## src/rgbled_pkg.sv

```systemverilog
`timescale 1ns / 1ps
`default_nettype none
// shared constants for the rgb led effect generator
// used by the channel interfaces and the top level; depends on nothing

package rgbled_pkg;

  localparam int NOW_MS_W      = 32;
  localparam int LED_W         = 8;
  localparam int TIME_BITS_DEF = 32;

  // register map, index = paddr[4:2]
  localparam int CFG_ADDR_W = 5;
  localparam logic [2:0] REG_BASE_RED   = 3'd0;
  localparam logic [2:0] REG_BASE_GREEN = 3'd1;
  localparam logic [2:0] REG_BASE_BLUE  = 3'd2;
  localparam logic [2:0] REG_BRIGHTNESS = 3'd3;
  localparam logic [2:0] REG_MODE       = 3'd4;
  localparam logic [2:0] REG_ENABLE     = 3'd5;

  localparam logic [1:0] MODE_SOLID     = 2'd0;
  localparam logic [1:0] MODE_HUE_SWEEP = 2'd1;
  localparam logic [1:0] MODE_BREATH    = 2'd2;

  localparam logic [5:0] FRAME_MS  = 6'd30;
  localparam logic [8:0] HUE_STEP  = 9'd2;
  localparam logic [8:0] HUE_FULL  = 9'd360;
  localparam logic [8:0] HUE_SECT  = 9'd60;

  localparam logic [11:0] BREATH_PERIOD = 12'd3000;
  localparam logic [11:0] BREATH_HALF   = 12'd1500;
  localparam logic [14:0] BREATH_BASE   = 15'd4500;

  // floor(x / d) == (x * RECIP) >> SHIFT, exact over the operand ranges used here
  localparam logic [31:0] PCT_RECIP    = 32'd41944;      // d = 100, x < 2^15
  localparam int          PCT_SHIFT    = 22;
  localparam logic [31:0] MOD_RECIP    = 32'd2932031008; // d = 3000, x < 2^32
  localparam int          MOD_SHIFT    = 43;
  localparam logic [31:0] BREATH_RECIP = 32'd1501199876; // d = 3000000, x < 2^30
  localparam int          BREATH_SHIFT = 52;

endpackage

`default_nettype wire

```

## src/rgbled_in_if.sv

```systemverilog
`timescale 1ns / 1ps
`default_nettype none
// tick channel: valid/ready handshake carrying the millisecond time
// depends on rgbled_pkg

interface rgbled_in_if
  import rgbled_pkg::*;
();
  logic                valid;
  logic                ready;
  logic [NOW_MS_W-1:0] now_ms;

  modport source (output valid, output now_ms, input ready);
  modport sink   (input valid, input now_ms, output ready);
endinterface

`default_nettype wire

```

## src/rgbled_out_if.sv

```systemverilog
`timescale 1ns / 1ps
`default_nettype none
// led color channel: valid/ready handshake carrying the three led levels
// depends on rgbled_pkg

interface rgbled_out_if
  import rgbled_pkg::*;
();
  logic             valid;
  logic             ready;
  logic [LED_W-1:0] led_red;
  logic [LED_W-1:0] led_green;
  logic [LED_W-1:0] led_blue;

  modport source (output valid, output led_red, output led_green, output led_blue,
                  input ready);
  modport sink   (input valid, input led_red, input led_green, input led_blue,
                  output ready);
endinterface

`default_nettype wire

```

## src/rgb_led_effect_generator.sv

```systemverilog
`timescale 1ns / 1ps
`default_nettype none
// rgb led effect generator: static, rainbow and breathing color from millisecond ticks
// depends on rgbled_pkg, rgbled_in_if, rgbled_out_if

// Each tick on in_ch carries the current millisecond time and yields zero or one led
// color on out_ch. All products go through one shared 32x32 multiplier with a registered
// result, stepped by a small sequencer, and in_ch.ready is high only while that sequencer
// is idle. A tick that yields nothing leaves the sequencer idle; a dark color goes from
// accept straight to output; a static or rainbow color takes two multiplier passes and a
// finish step for each of three channels, plus accept and output; a breathing color first
// reduces the time modulo 3000 with two passes and a step, then four steps per channel.
// A finished color sits in the output register, so the next tick can be taken while it
// waits; the output step stalls while that register is still held. Registers are written
// over the APB port at byte address 4*i and should be written only while the block is idle.

module rgb_led_effect_generator
  import rgbled_pkg::*;
#(
  parameter int TIME_BITS = TIME_BITS_DEF
) (
  input  wire logic                  clk,
  input  wire logic                  rst_n,
  rgbled_in_if.sink                  in_ch,
  rgbled_out_if.source               out_ch,
  input  wire logic                  psel,
  input  wire logic                  penable,
  input  wire logic                  pwrite,
  input  wire logic [CFG_ADDR_W-1:0] paddr,
  input  wire logic [31:0]           pwdata,
  output logic      [31:0]           prdata,
  output logic                       pready
);

  localparam int NOW_BITS = (TIME_BITS < NOW_MS_W) ? TIME_BITS : NOW_MS_W;

  localparam logic [3:0] S_IDLE = 4'd0;
  localparam logic [3:0] S_BQ   = 4'd1;
  localparam logic [3:0] S_BP   = 4'd2;
  localparam logic [3:0] S_BT   = 4'd3;
  localparam logic [3:0] S_M1   = 4'd4;
  localparam logic [3:0] S_M2   = 4'd5;
  localparam logic [3:0] S_M3   = 4'd6;
  localparam logic [3:0] S_FIN  = 4'd7;
  localparam logic [3:0] S_OUT  = 4'd8;

  typedef struct packed {
    logic [7:0] r;
    logic [7:0] g;
    logic [7:0] b;
  } rgb_t;

  // integer hsv with full saturation and value; ramps are f*255/60 = f*17/4
  function automatic rgb_t hue_color(input logic [8:0] hue);
    logic [2:0] sect;
    logic [8:0] f9;
    logic [5:0] f;
    logic [9:0] up_x;
    logic [9:0] dn_x;
    logic [7:0] up;
    logic [7:0] dn;
    rgb_t       c;
    sect = 3'd5;
    f9   = hue - 9'(5 * HUE_SECT);
    priority if (hue < HUE_SECT) begin
      sect = 3'd0;
      f9   = hue;
    end else if (hue < 9'(2 * HUE_SECT)) begin
      sect = 3'd1;
      f9   = hue - HUE_SECT;
    end else if (hue < 9'(3 * HUE_SECT)) begin
      sect = 3'd2;
      f9   = hue - 9'(2 * HUE_SECT);
    end else if (hue < 9'(4 * HUE_SECT)) begin
      sect = 3'd3;
      f9   = hue - 9'(3 * HUE_SECT);
    end else if (hue < 9'(5 * HUE_SECT)) begin
      sect = 3'd4;
      f9   = hue - 9'(4 * HUE_SECT);
    end else begin
      sect = 3'd5;
    end
    f    = f9[5:0];
    up_x = ({4'b0, f} << 4) + {4'b0, f};
    dn_x = ({4'b0, 6'(HUE_SECT) - f} << 4) + {4'b0, 6'(HUE_SECT) - f};
    up   = up_x[9:2];
    dn   = dn_x[9:2];
    unique case (sect)
      3'd0:    c = '{r: 8'hFF, g: up,    b: 8'h00};
      3'd1:    c = '{r: dn,    g: 8'hFF, b: 8'h00};
      3'd2:    c = '{r: 8'h00, g: 8'hFF, b: up};
      3'd3:    c = '{r: 8'h00, g: dn,    b: 8'hFF};
      3'd4:    c = '{r: up,    g: 8'h00, b: 8'hFF};
      default: c = '{r: 8'hFF, g: 8'h00, b: dn};
    endcase
    return c;
  endfunction

  // control state
  logic [3:0]           state_r, state_nxt;
  logic [1:0]           ch_r, ch_nxt;
  logic                 breath_r, breath_nxt;
  logic                 pending_r, pending_nxt;
  logic [8:0]           hue_r, hue_nxt;
  logic [TIME_BITS-1:0] last_r, last_nxt;
  logic                 out_valid_r, out_valid_nxt;
  logic [7:0]           base_red_r, base_red_nxt;
  logic [7:0]           base_green_r, base_green_nxt;
  logic [7:0]           base_blue_r, base_blue_nxt;
  logic [6:0]           pct_r, pct_nxt;
  logic [1:0]           mode_r, mode_nxt;
  logic                 enable_r, enable_nxt;

  // datapath
  logic [NOW_BITS-1:0]  now_r, now_nxt;
  logic [14:0]          lvl_r, lvl_nxt;
  logic [63:0]          prod_r, prod_nxt;
  logic [7:0]           res_red_r, res_red_nxt;
  logic [7:0]           res_green_r, res_green_nxt;
  logic [7:0]           res_blue_r, res_blue_nxt;
  logic [7:0]           out_red_r, out_red_nxt;
  logic [7:0]           out_green_r, out_green_nxt;
  logic [7:0]           out_blue_r, out_blue_nxt;

  logic                 in_acc;
  logic                 cfg_wr;
  logic                 animated;
  logic [NOW_BITS-1:0]  now_w;
  logic [TIME_BITS-1:0] elapsed;
  logic [31:0]          mul_a;
  logic [31:0]          mul_b;
  logic                 mul_en;
  rgb_t                 hue_rgb;
  logic [7:0]           ch_src;
  logic [8:0]           fin_raw;
  logic [7:0]           fin_val;
  logic [31:0]          mod_diff;
  logic [11:0]          mod_p;
  logic [10:0]          tri_v;
  logic [8:0]           hue_inc;
  logic                 out_free;

  assign pready       = 1'b1;
  assign in_ch.ready  = (state_r == S_IDLE);
  assign in_acc       = in_ch.valid && in_ch.ready;
  assign cfg_wr       = psel && penable && pwrite;
  assign animated     = enable_r && (mode_r == MODE_HUE_SWEEP || mode_r == MODE_BREATH);
  assign now_w        = in_ch.now_ms[NOW_BITS-1:0];
  assign elapsed      = TIME_BITS'(now_w) - last_r;
  assign hue_rgb      = hue_color(hue_r);
  assign hue_inc      = hue_r + HUE_STEP;
  assign out_free     = !out_valid_r || out_ch.ready;

  assign out_ch.valid     = out_valid_r;
  assign out_ch.led_red   = out_red_r;
  assign out_ch.led_green = out_green_r;
  assign out_ch.led_blue  = out_blue_r;

  // time mod 3000 from the quotient product, then the triangle wave
  assign mod_diff = 32'(now_r) - prod_r[31:0];
  assign mod_p    = mod_diff[11:0];
  assign tri_v    = (mod_p < BREATH_HALF) ? mod_p[10:0] : 11'(BREATH_PERIOD - mod_p);

  always_comb begin
    unique case (ch_r)
      2'd0:    ch_src = (mode_r == MODE_HUE_SWEEP && !breath_r && animated) ? hue_rgb.r
                                                                             : base_red_r;
      2'd1:    ch_src = (mode_r == MODE_HUE_SWEEP && !breath_r && animated) ? hue_rgb.g
                                                                             : base_green_r;
      default: ch_src = (mode_r == MODE_HUE_SWEEP && !breath_r && animated) ? hue_rgb.b
                                                                             : base_blue_r;
    endcase
  end

  assign fin_raw = breath_r ? prod_r[BREATH_SHIFT+8:BREATH_SHIFT]
                            : prod_r[PCT_SHIFT+8:PCT_SHIFT];
  assign fin_val = (fin_raw > 9'd255) ? 8'hFF : fin_raw[7:0];

  // shared multiplier operand select
  always_comb begin
    mul_a  = '0;
    mul_b  = '0;
    mul_en = 1'b1;
    unique case (state_r)
      S_BQ: begin
        mul_a = 32'(now_r);
        mul_b = MOD_RECIP;
      end
      S_BP: begin
        mul_a = 32'(prod_r[63:MOD_SHIFT]);
        mul_b = 32'(BREATH_PERIOD);
      end
      S_M1: begin
        mul_a = 32'(ch_src);
        mul_b = 32'(pct_r);
      end
      S_M2: begin
        mul_a = 32'(prod_r[14:0]);
        mul_b = breath_r ? 32'(lvl_r) : PCT_RECIP;
      end
      S_M3: begin
        mul_a = 32'(prod_r[29:0]);
        mul_b = BREATH_RECIP;
      end
      default: mul_en = 1'b0;
    endcase
  end

  assign prod_nxt = mul_en ? ({32'b0, mul_a} * {32'b0, mul_b}) : prod_r;

  always_comb begin
    state_nxt      = state_r;
    ch_nxt         = ch_r;
    breath_nxt     = breath_r;
    pending_nxt    = pending_r;
    hue_nxt        = hue_r;
    last_nxt       = last_r;
    out_valid_nxt  = out_valid_r;
    base_red_nxt   = base_red_r;
    base_green_nxt = base_green_r;
    base_blue_nxt  = base_blue_r;
    pct_nxt        = pct_r;
    mode_nxt       = mode_r;
    enable_nxt     = enable_r;
    now_nxt        = now_r;
    lvl_nxt        = lvl_r;
    res_red_nxt    = res_red_r;
    res_green_nxt  = res_green_r;
    res_blue_nxt   = res_blue_r;
    out_red_nxt    = out_red_r;
    out_green_nxt  = out_green_r;
    out_blue_nxt   = out_blue_r;

    if (out_valid_r && out_ch.ready) begin
      out_valid_nxt = 1'b0;
    end

    unique case (state_r)
      S_IDLE: begin
        if (in_acc) begin
          now_nxt = now_w;
          ch_nxt  = 2'd0;
          if (!animated) begin
            if (pending_r) begin
              pending_nxt = 1'b0;
              breath_nxt  = 1'b0;
              if (enable_r) begin
                state_nxt = S_M1;
              end else begin
                res_red_nxt   = 8'h00;
                res_green_nxt = 8'h00;
                res_blue_nxt  = 8'h00;
                state_nxt     = S_OUT;
              end
            end
          end else if (elapsed >= TIME_BITS'(FRAME_MS)) begin
            last_nxt = TIME_BITS'(now_w);
            if (mode_r == MODE_HUE_SWEEP) begin
              breath_nxt = 1'b0;
              hue_nxt    = (hue_inc >= HUE_FULL) ? hue_inc - HUE_FULL : hue_inc;
              state_nxt  = S_M1;
            end else begin
              breath_nxt = 1'b1;
              state_nxt  = S_BQ;
            end
          end
        end
      end
      S_BQ: state_nxt = S_BP;
      S_BP: state_nxt = S_BT;
      S_BT: begin
        lvl_nxt   = BREATH_BASE + ({4'b0, tri_v} << 4) + {4'b0, tri_v};
        state_nxt = S_M1;
      end
      S_M1: state_nxt = S_M2;
      S_M2: state_nxt = breath_r ? S_M3 : S_FIN;
      S_M3: state_nxt = S_FIN;
      S_FIN: begin
        unique case (ch_r)
          2'd0:    res_red_nxt   = fin_val;
          2'd1:    res_green_nxt = fin_val;
          default: res_blue_nxt  = fin_val;
        endcase
        if (ch_r == 2'd2) begin
          state_nxt = S_OUT;
        end else begin
          ch_nxt    = ch_r + 2'd1;
          state_nxt = S_M1;
        end
      end
      S_OUT: begin
        if (out_free) begin
          out_valid_nxt = 1'b1;
          out_red_nxt   = res_red_r;
          out_green_nxt = res_green_r;
          out_blue_nxt  = res_blue_r;
          state_nxt     = S_IDLE;
        end
      end
      default: state_nxt = S_IDLE;
    endcase

    if (cfg_wr) begin
      unique case (paddr[4:2])
        REG_BASE_RED: begin
          base_red_nxt = pwdata[7:0];
          pending_nxt  = 1'b1;
        end
        REG_BASE_GREEN: begin
          base_green_nxt = pwdata[7:0];
          pending_nxt    = 1'b1;
        end
        REG_BASE_BLUE: begin
          base_blue_nxt = pwdata[7:0];
          pending_nxt   = 1'b1;
        end
        REG_BRIGHTNESS: begin
          pct_nxt     = pwdata[6:0];
          pending_nxt = 1'b1;
        end
        REG_MODE: begin
          mode_nxt    = pwdata[1:0];
          pending_nxt = 1'b1;
          if (pwdata[1:0] == MODE_HUE_SWEEP) begin
            hue_nxt = '0;
          end
        end
        REG_ENABLE: begin
          enable_nxt  = pwdata[0];
          pending_nxt = 1'b1;
        end
        default: ;
      endcase
    end
  end

  always_comb begin
    unique case (paddr[4:2])
      REG_BASE_RED:   prdata = {24'b0, base_red_r};
      REG_BASE_GREEN: prdata = {24'b0, base_green_r};
      REG_BASE_BLUE:  prdata = {24'b0, base_blue_r};
      REG_BRIGHTNESS: prdata = {25'b0, pct_r};
      REG_MODE:       prdata = {30'b0, mode_r};
      REG_ENABLE:     prdata = {31'b0, enable_r};
      default:        prdata = '0;
    endcase
  end

  always_ff @(posedge clk) begin
    if (!rst_n) begin
      state_r      <= S_IDLE;
      ch_r         <= 2'd0;
      breath_r     <= 1'b0;
      pending_r    <= 1'b1;
      hue_r        <= '0;
      last_r       <= '0;
      out_valid_r  <= 1'b0;
      base_red_r   <= 8'd255;
      base_green_r <= 8'd255;
      base_blue_r  <= 8'd255;
      pct_r        <= 7'd100;
      mode_r       <= MODE_SOLID;
      enable_r     <= 1'b0;
    end else begin
      state_r      <= state_nxt;
      ch_r         <= ch_nxt;
      breath_r     <= breath_nxt;
      pending_r    <= pending_nxt;
      hue_r        <= hue_nxt;
      last_r       <= last_nxt;
      out_valid_r  <= out_valid_nxt;
      base_red_r   <= base_red_nxt;
      base_green_r <= base_green_nxt;
      base_blue_r  <= base_blue_nxt;
      pct_r        <= pct_nxt;
      mode_r       <= mode_nxt;
      enable_r     <= enable_nxt;
    end
  end

  always_ff @(posedge clk) begin
    now_r       <= now_nxt;
    lvl_r       <= lvl_nxt;
    prod_r      <= prod_nxt;
    res_red_r   <= res_red_nxt;
    res_green_r <= res_green_nxt;
    res_blue_r  <= res_blue_nxt;
    out_red_r   <= out_red_nxt;
    out_green_r <= out_green_nxt;
    out_blue_r  <= out_blue_nxt;
  end

  // hue stays even and inside one turn
  a_hue_range: assert property (@(posedge clk) disable iff (!rst_n)
    !hue_r[0] && hue_r < HUE_FULL)
    else $error("hue out of range");

  // channel counter only walks red, green, blue
  a_ch_range: assert property (@(posedge clk) disable iff (!rst_n)
    ch_r != 2'd3)
    else $error("channel counter out of range");

  // a finished color lands in the output register once it is free
  a_out_load: assert property (@(posedge clk) disable iff (!rst_n)
    (state_r == S_OUT && out_free) |=> (out_valid_r && state_r == S_IDLE))
    else $error("result not loaded into output register");

  // a pending static or dark color is consumed by the transaction that sends it
  a_pending_clear: assert property (@(posedge clk) disable iff (!rst_n)
    (in_acc && !animated && pending_r && !cfg_wr) |=> (!pending_r && state_r != S_IDLE))
    else $error("pending color not consumed");

  // breathing runs through the modulo steps before the channel loop
  a_breath_seq: assert property (@(posedge clk) disable iff (!rst_n)
    (state_r == S_BQ) |=> (state_r == S_BP) ##1 (state_r == S_BT))
    else $error("breathing sequence broken");

endmodule

`default_nettype wire

```

## src/flat_wrapper.sv

```systemverilog
// flat-port wrapper written by rule: the top's interface ports become plain ports
module rgb_led_effect_generator_flat import rgbled_pkg::*;
#(
  parameter int TIME_BITS = TIME_BITS_DEF
)
  (clk, rst_n, psel, penable, pwrite, paddr, pwdata, prdata, pready, in_ch_valid, in_ch_now_ms, in_ch_ready, out_ch_valid, out_ch_led_red, out_ch_led_green, out_ch_led_blue, out_ch_ready);
  rgbled_in_if in_ch_i ();
  rgbled_out_if out_ch_i ();
  input  wire logic clk;
  input  wire logic rst_n;
  input  wire logic psel;
  input  wire logic penable;
  input  wire logic pwrite;
  input  wire logic [CFG_ADDR_W-1:0] paddr;
  input  wire logic [31:0] pwdata;
  output logic      [31:0] prdata;
  output logic pready;
  input wire logic [$bits(in_ch_i.valid)-1:0] in_ch_valid;
  input wire logic [$bits(in_ch_i.now_ms)-1:0] in_ch_now_ms;
  output wire logic [$bits(in_ch_i.ready)-1:0] in_ch_ready;
  output wire logic [$bits(out_ch_i.valid)-1:0] out_ch_valid;
  output wire logic [$bits(out_ch_i.led_red)-1:0] out_ch_led_red;
  output wire logic [$bits(out_ch_i.led_green)-1:0] out_ch_led_green;
  output wire logic [$bits(out_ch_i.led_blue)-1:0] out_ch_led_blue;
  input wire logic [$bits(out_ch_i.ready)-1:0] out_ch_ready;
  assign in_ch_i.valid = in_ch_valid;
  assign in_ch_i.now_ms = in_ch_now_ms;
  assign in_ch_ready = in_ch_i.ready;
  assign out_ch_valid = out_ch_i.valid;
  assign out_ch_led_red = out_ch_i.led_red;
  assign out_ch_led_green = out_ch_i.led_green;
  assign out_ch_led_blue = out_ch_i.led_blue;
  assign out_ch_i.ready = out_ch_ready;
  rgb_led_effect_generator #(.TIME_BITS(TIME_BITS)) u_core (.clk(clk), .rst_n(rst_n), .in_ch(in_ch_i), .out_ch(out_ch_i), .psel(psel), .penable(penable), .pwrite(pwrite), .paddr(paddr), .pwdata(pwdata), .prdata(prdata), .pready(pready));
endmodule
```

## config.mk

```make
export PLATFORM = sky130hd
export DESIGN_NAME = rgb_led_effect_generator_flat
export DESIGN_NICKNAME = d
export VERILOG_FILES = /design/src/rgbled_pkg.sv /design/src/rgbled_in_if.sv /design/src/rgbled_out_if.sv /design/src/rgb_led_effect_generator.sv /design/src/flat_wrapper.sv
export SDC_FILE = /design/constraint.sdc
export NUM_CORES = 2
export LEC_CHECK = 0
export BUFFER_PORTS_ARGS = -buffer_cell sky130_fd_sc_hd__buf_4
export CAP_MARGIN = 20
export CORE_UTILIZATION = 45
export CTS_CLUSTER_SIZE = 20
export DETAILED_ROUTE_END_ITERATION = 7
export PLACE_DENSITY = 0.67
export SYNTH_ARGS = -nofsm -noshare
export SYNTH_HDL_FRONTEND = slang
export SYNTH_SLANG_ARGS = --single-unit
export TNS_END_PERCENT = 50
```

## constraint.sdc

```tcl
create_clock -name clk -period 12.9 [get_ports clk]
set_input_delay 1.935 -clock clk [delete_from_list [all_inputs] [get_ports clk]]
set_output_delay 1.935 -clock clk [all_outputs]
set_load 0.02 [all_outputs]
```

# --- Yosys cells after proc, flatten, opt, wreduce, memory -nomap -nowiden ---
# Cells that the tools add are included.
totals:
  register_bits: 243
  inputBits: 76
  output_inout_bits: 59
  wordCells: 184
classes:
  add_sub_neg: 16
  mul: 1
  magnitude_cmp: 9
  eq_ne: 34
  muxes: 67
  reduce_logical: 35
ops:
  columns: ["op", "count"]
  rows:
  - ["32-bit case mux with 5 select lines", 2]
  - ["24-bit case mux with 5 select lines", 1]
  - ["9-bit 2-to-1 mux", 10]
  - ["8-bit 2-to-1 mux", 11]
  - ["32-bit by 32-bit multiplier with 64-bit output", 1]
  - ["8-bit case mux with 2 select lines", 4]
  - ["8-bit case mux with 6 select lines", 1]
  - ["4-bit case mux with 9 select lines", 1]
  - ["32-bit by 5-bit >= comparator with 1-bit output (second input constant)", 1]
  - ["32-bit subtractor", 1]
  - ["6-bit 2-to-1 mux", 5]
  - ["6-bit subtractor (second input constant)", 5]
  - ["4-bit 2-to-1 mux", 7]
  - ["10-bit by 6-bit adder with 10-bit output", 2]
  - ["9-bit by 8-bit < comparator with 1-bit output (second input constant)", 2]
  - ["2-bit != test (second input constant)", 9]
  - ["6-bit AND reduction", 3]
  - ["4-bit by 3-bit equality test with 1-bit output (second input constant)", 4]
  - ["16-bit 2-to-1 mux", 1]
  - ["2-bit AND reduction", 8]
  - ["13-bit by 15-bit adder with 15-bit output (first input constant)", 1]
  - ["15-bit by 11-bit adder with 15-bit output", 1]
  - ["1-bit 2-to-1 mux", 15]
  - ["3-bit 2-to-1 mux", 5]
  - ["other kinds (37)", 61]

# --- Depth between registers and ports, before layout ---
logic_depth:
  word_depth: 13
  ltp_mapped: 48
  ltp_nobuf: 47

# --- Worst setup path after synthesis ---
# No wires, ideal clock.
synth_path:
  kind: "register to register"
  start: "register u_core.hue_r[3]"
  end: "register u_core.prod_r[60] (data pin)"
  setup_time_ns: 0.264
  arrival_time_ns: 10.723
  required_time_ns: 12.636
  setup_slack_ns: 1.913
  path_stages_with_launch: 46
  n_path_buf: 2
  synth_period_minus_slack_ns: 10.987
  cell_sequence: "dfxtp_1 -> inv_1 -> ha_1 -> a211o_1 -> a21o_1 -> buf_2 -> o2111ai_1 -> o211a_1 -> inv_2 -> ha_1 -> nor4_1 -> xnor2_1 -> ha_1 -> nand2_1 -> o32a_1 -> xnor2_1 -> o2111ai_1 -> o2111a_1 -> (+10 left out) -> fa_1 -> inv_1 -> fa_1 -> inv_1 -> fa_1 -> inv_1 -> ha_1 -> and4_1 -> nor2b_1 -> o2111ai_1 -> nand4b_1 -> a41oi_1 -> o21ai_0 -> a311oi_1 -> o21ba_2 -> o211ai_1 -> a221oi_1 -> xnor2_1"
synth_between:
  elab_chain_cells: 13
  word_cells_on_any_way: 35
  cone_classes: "add/sub: 8; mul: 1; order compare: 5; eq/ne: 4; mux: 16; reduce/logical: 1"
synth_rtl:
  columns: ["item", "line", "text"]
  rows:
  - ["start, declared", "rgb_led_effect_generator.sv:104", "logic [8:0] hue_r, hue_nxt;"]
  - ["start signal, assigned", "rgb_led_effect_generator.sv:369", "hue_r <= hue_nxt;"]
  - ["9-bit < comparator, or another cell as far along", "rgb_led_effect_generator.sv:77", "end else if (hue < 9'(5 * HUE_SECT)) begin"]
  - ["6-bit 2-to-1 mux", "rgb_led_effect_generator.sv:77", null]
  - ["6-bit 2-to-1 mux", "rgb_led_effect_generator.sv:74", "end else if (hue < 9'(4 * HUE_SECT)) begin"]
  - ["6-bit 2-to-1 mux", "rgb_led_effect_generator.sv:71", "end else if (hue < 9'(3 * HUE_SECT)) begin"]
  - ["6-bit 2-to-1 mux", "rgb_led_effect_generator.sv:68", "end else if (hue < 9'(2 * HUE_SECT)) begin"]
  - ["6-bit 2-to-1 mux", "rgb_led_effect_generator.sv:65", "priority if (hue < HUE_SECT) begin"]
  - ["6-bit subtractor", "rgb_led_effect_generator.sv:85", "dn_x = ({4'b0, 6'(HUE_SECT) - f} << 4) + {4'b0, 6'(HUE_SECT) - f};"]
  - ["10-bit by 6-bit adder with 10-bit output", "rgb_led_effect_generator.sv:85", null]
  - ["24-bit case mux with 5 select lines (*)", "rgb_led_effect_generator.sv:88", "unique case (sect)"]
  - ["8-bit 2-to-1 mux, on equally long branches", "rgb_led_effect_generator.sv:170, rgb_led_effect_generator.sv:166, rgb_led_effect_generator.sv:168", null]
  - ["8-bit case mux with 2 select lines (*)", "rgb_led_effect_generator.sv:165", "unique case (ch_r)"]
  - ["32-bit case mux with 5 select lines (*)", "rgb_led_effect_generator.sv:184", "unique case (state_r)"]
  - ["32-bit by 32-bit multiplier with 64-bit output (*)", "rgb_led_effect_generator.sv:209", "assign prod_nxt = mul_en ? ({32'b0, mul_a} * {32'b0, mul_b}) : prod_r;"]
  - ["end signal, assigned", "rgb_led_effect_generator.sv:384", "prod_r <= prod_nxt;"]
  - ["end, declared", "rgb_led_effect_generator.sv:117", "logic [63:0] prod_r, prod_nxt;"]
# Every way passes the cells marked *; elsewhere a longest branch is shown, timed or not.
# A chain may end at the register's enable or synchronous reset.

# --- Final worst setup path ---
# Ends and elaborated chain as after synthesis.

==> impl_metrics.tcl <==
set metrics [dict create \
    finalNetCount 5950 \
    wl_per_cell_um 20.8 \
    numCtsBuffers 27 \
    drv_slew 0 \
    start_util_pct 45.5 \
    maxCapViolCount 0 \
    tritoncts "built" \
    grt_pass1_wl_um 190000 \
    dp_slack_ns 0.347 \
    finalHoldViolCount 0 \
    dp_cells 5888 \
    synth.area.top_cells "fa_1, ha_1, edfxtp_1" \
    setup_viol 0 \
    timing.hold.ws_ns 0.415 \
    synthAdderAreaFrac_pct 50.2 \
    synth_simple_gate_area_share_pct 10.6 \
    row_count 112 \
    min_path_type "reg -> reg" \
    clkLatencyLatePin_ns 0.60 \
    crit_type "reg -> reg" \
    tightestPinTransition_ns 1.19 \
    die_area_mm2 0.0958 \
    path_clk_slew_ns 0.06 \
    hpwl_um 106000 \
    ys_ff_latch 230 \
    yosys_warnings 0 \
    rsz0062_at_grt "no" \
    critPathTopFamily "adder cells" \
    fin_area_mm2 0.0461 \
    startpoint_type "flip-flop" \
    synthCells 4492 \
    post-route-drc-count 0 \
    p_leak_nw 23.2 \
    gp_congestion 0.986 \
    io_buffers 83 \
    crit_path_start "u_core.hue_r[3]$_SDFF_PN0_" \
    crit_fanout 9 \
    yosysUniqueCellTypes 95 \
    synth_top_area_share_pct 39.3 \
    cts_resized 0 \
    final_layout_size_suffix_gt1_share_pct 5.54 \
    synth-compound-area-share_pct 10.0 \
    worstHoldStart "u_core.res_red_r[4]$_DFFE_PP_" \
    arrival_ns 12.71 \
    cts.path.max_buffers 3 \
    synth-seq-area-share_pct 14.3 \
    dieWidth_um 310 \
    endpoint_kind "flip-flop" \
    antenna_left 0 \
    core_mm2 0.0935 \
    status "finished, final reports clean" \
    power.density_mw_per_mm2 73.7 \
    register_area_mm2 0.00608 \
    yosysMostFrequentCell "inv_1" \
    cp_num_buf_inv 9 \
    antenna_found_initial 2 \
    utilization_pct 49.4 \
    synth_ff_type "edfxtp_1" \
    ctsHoldBuffers 0 \
    crit_top_cell "fa_1" \
    peakVddDrop_mv 0.130 \
    yosys-top-cells-count "inv_1, fa_1, nand2_1" \
    grt_max_degree 53 \
    fin_crit_sh_pct 96.1 \
    min_path_cells 0 \
    ioPinCount 135 \
    fill_cells 8832 \
    avgSynthCellArea_um2 9.48 \
    cts-root-buf "clkbuf_16" \
    yosys.area.top_type "fa_1" \
    cts_sinks 230 \
    synth_xor_area_share_pct 2.34 \
    postCtsSetupBuffers 0 \
    power_mw 3.40 \
    relSlewSlack_pct 19.9 \
    via_per_inst 5.33 \
    synth_edf_count 147 \
    syn_area_mm2 0.0426 \
    vias 31700 \
    grt-ovfl-total 0 \
    die_y_um 310 \
    place_area_mm2 0.0451 \
    multi_input_area_mm2 0.0323 \
    grt_pass1_vias 32000 \
    timing.fmax_mhz 80.7 \
    drtIter0Drc 2709 \
    cp_num_cells 44 \
    firstDrtPassIters 6 \
    muxShareOfSynthArea_pct 1.06 \
    finClkSkew_ns 0.0388 \
    fin_ws_ns 0.502 \
    r2r_start "u_core.hue_r[3]$_SDFF_PN0_" \
    cp_slowest_cell "o2111a_1" \
    r2r_cells 44 \
    cts-htree-levels 1 \
    drt_wl_total_um 124000 \
    period_needed_ns 12.40 \
    critPathRequiredTime_ns 13.22 \
    syn2layout_area_growth_pct 8.36 \
    tns_ns 0 \
    max_stage_delay_ns 0.61 \
    synth_top_family_by_area "adder cells" \
    finalNonFillerCells 5944 \
    grtUsageTotal_pct 26.4 \
    async_reset_ff_share_pct 0 \
]
[layout make-up]
class | instances | area share (%)
Multi-Input combinational cell | 3152 | 69.9
Timing Repair Buffer | 146 | 2.43
Antenna cell | 1 | 0.00542
Clock inverter | 19 | 0.483
Sequential cell | 230 | 13.2
Clock buffer | 31 | 1.54
Tap cell | 1254 | 3.40
Inverter | 1111 | 9.04
[flip-flops by register name, summed over array words and instances, names as in the netlist, 15 cells and up]
signal         flops
u_core.prod_r     52
u_core.last_r     32
u_core.now_r      32
u_core.lvl_r      15
[cells by family after synthesis]
kind of cell    after synthesis
other cells                   2
fa+ha+maj                  1206
compound gates              641
xor+xnor                    112
simple gates               1004
flops                       230
mux                          37
buf+inv                    1260
[layout by cell type, fill, tap and decap left out, types with 10 or more instances in the layout]
master,synthesis,final
a221oi_1,14,14
a211oi_1,14,12
edfxtp_1,147,147
ha_1,371,370
nor2b_1,31,31
o21bai_1,16,16
o211ai_1,22,22
a221o_1,15,15
xor2_1,35,35
o31ai_1,11,11
o21ai_1,17,17
nor4_1,10,10
nand4_1,27,27
fa_1,835,835
a22oi_1,11,11
clkbuf_16,0,27
a31oi_1,20,20
o21a_1,18,18
nor2_1,245,243
nand2_1,419,419
dfxtp_1,83,79
or2_2,12,12
a21o_1,65,65
buf_4,29,141
inv_1,1108,1108
nor3_1,37,32
and3_1,21,21
and2_1,23,23
conb_1,2,152
o2111ai_1,15,15
xnor2_1,76,76
nand2b_1,40,40
mux2i_1,25,25
a21oi_1,186,186
o21ai_0,113,113
nand3_1,98,98
[final timing paths]
path              slack [ns]                                  to
setup / recovery        0.50         u_core.prod_r[60]$_DFFE_PP_
hold / removal          0.41  u_core.out_ch.led_red[4]$_DFFE_PP_
setup reg to reg        0.50         u_core.prod_r[60]$_DFFE_PP_
hold reg to reg         0.41  u_core.out_ch.led_red[4]$_DFFE_PP_
[worst register-to-register path: cells and delay by family (launching register included)]
kind | cells | cell delay, ns
buf+inv | 9 | 0.86
xor+xnor | 3 | 0.50
simple gates | 7 | 1.33
fa+ha+maj | 12 | 4.97
compound gates | 13 | 4.05
flops | 1 | 0.46
[per-layer routing]
layer  GRT usage (%)  vias to the layer above  part of all wire, %
met2            42.2                     1085                   46
met3            4.19                      183                  7.1
met4            7.91                        2                  3.5
met1            37.0                    16100                   43
met5               0                        -                0.010
li1                -                    14300                    -
[power by group]
part | switching [mW] | leakage, nW | total, mW | internal, mW
Sequential | 0.0163 | 2.05 | 0.864 | 0.848
Combinational | 1.02 | 20.7 | 1.71 | 0.689
Clock | 0.357 | 0.449 | 0.821 | 0.464
Total | 1.40 | 23.2 | 3.40 | 2.00
No activity file was read; power rests on OpenSTA's default activity.
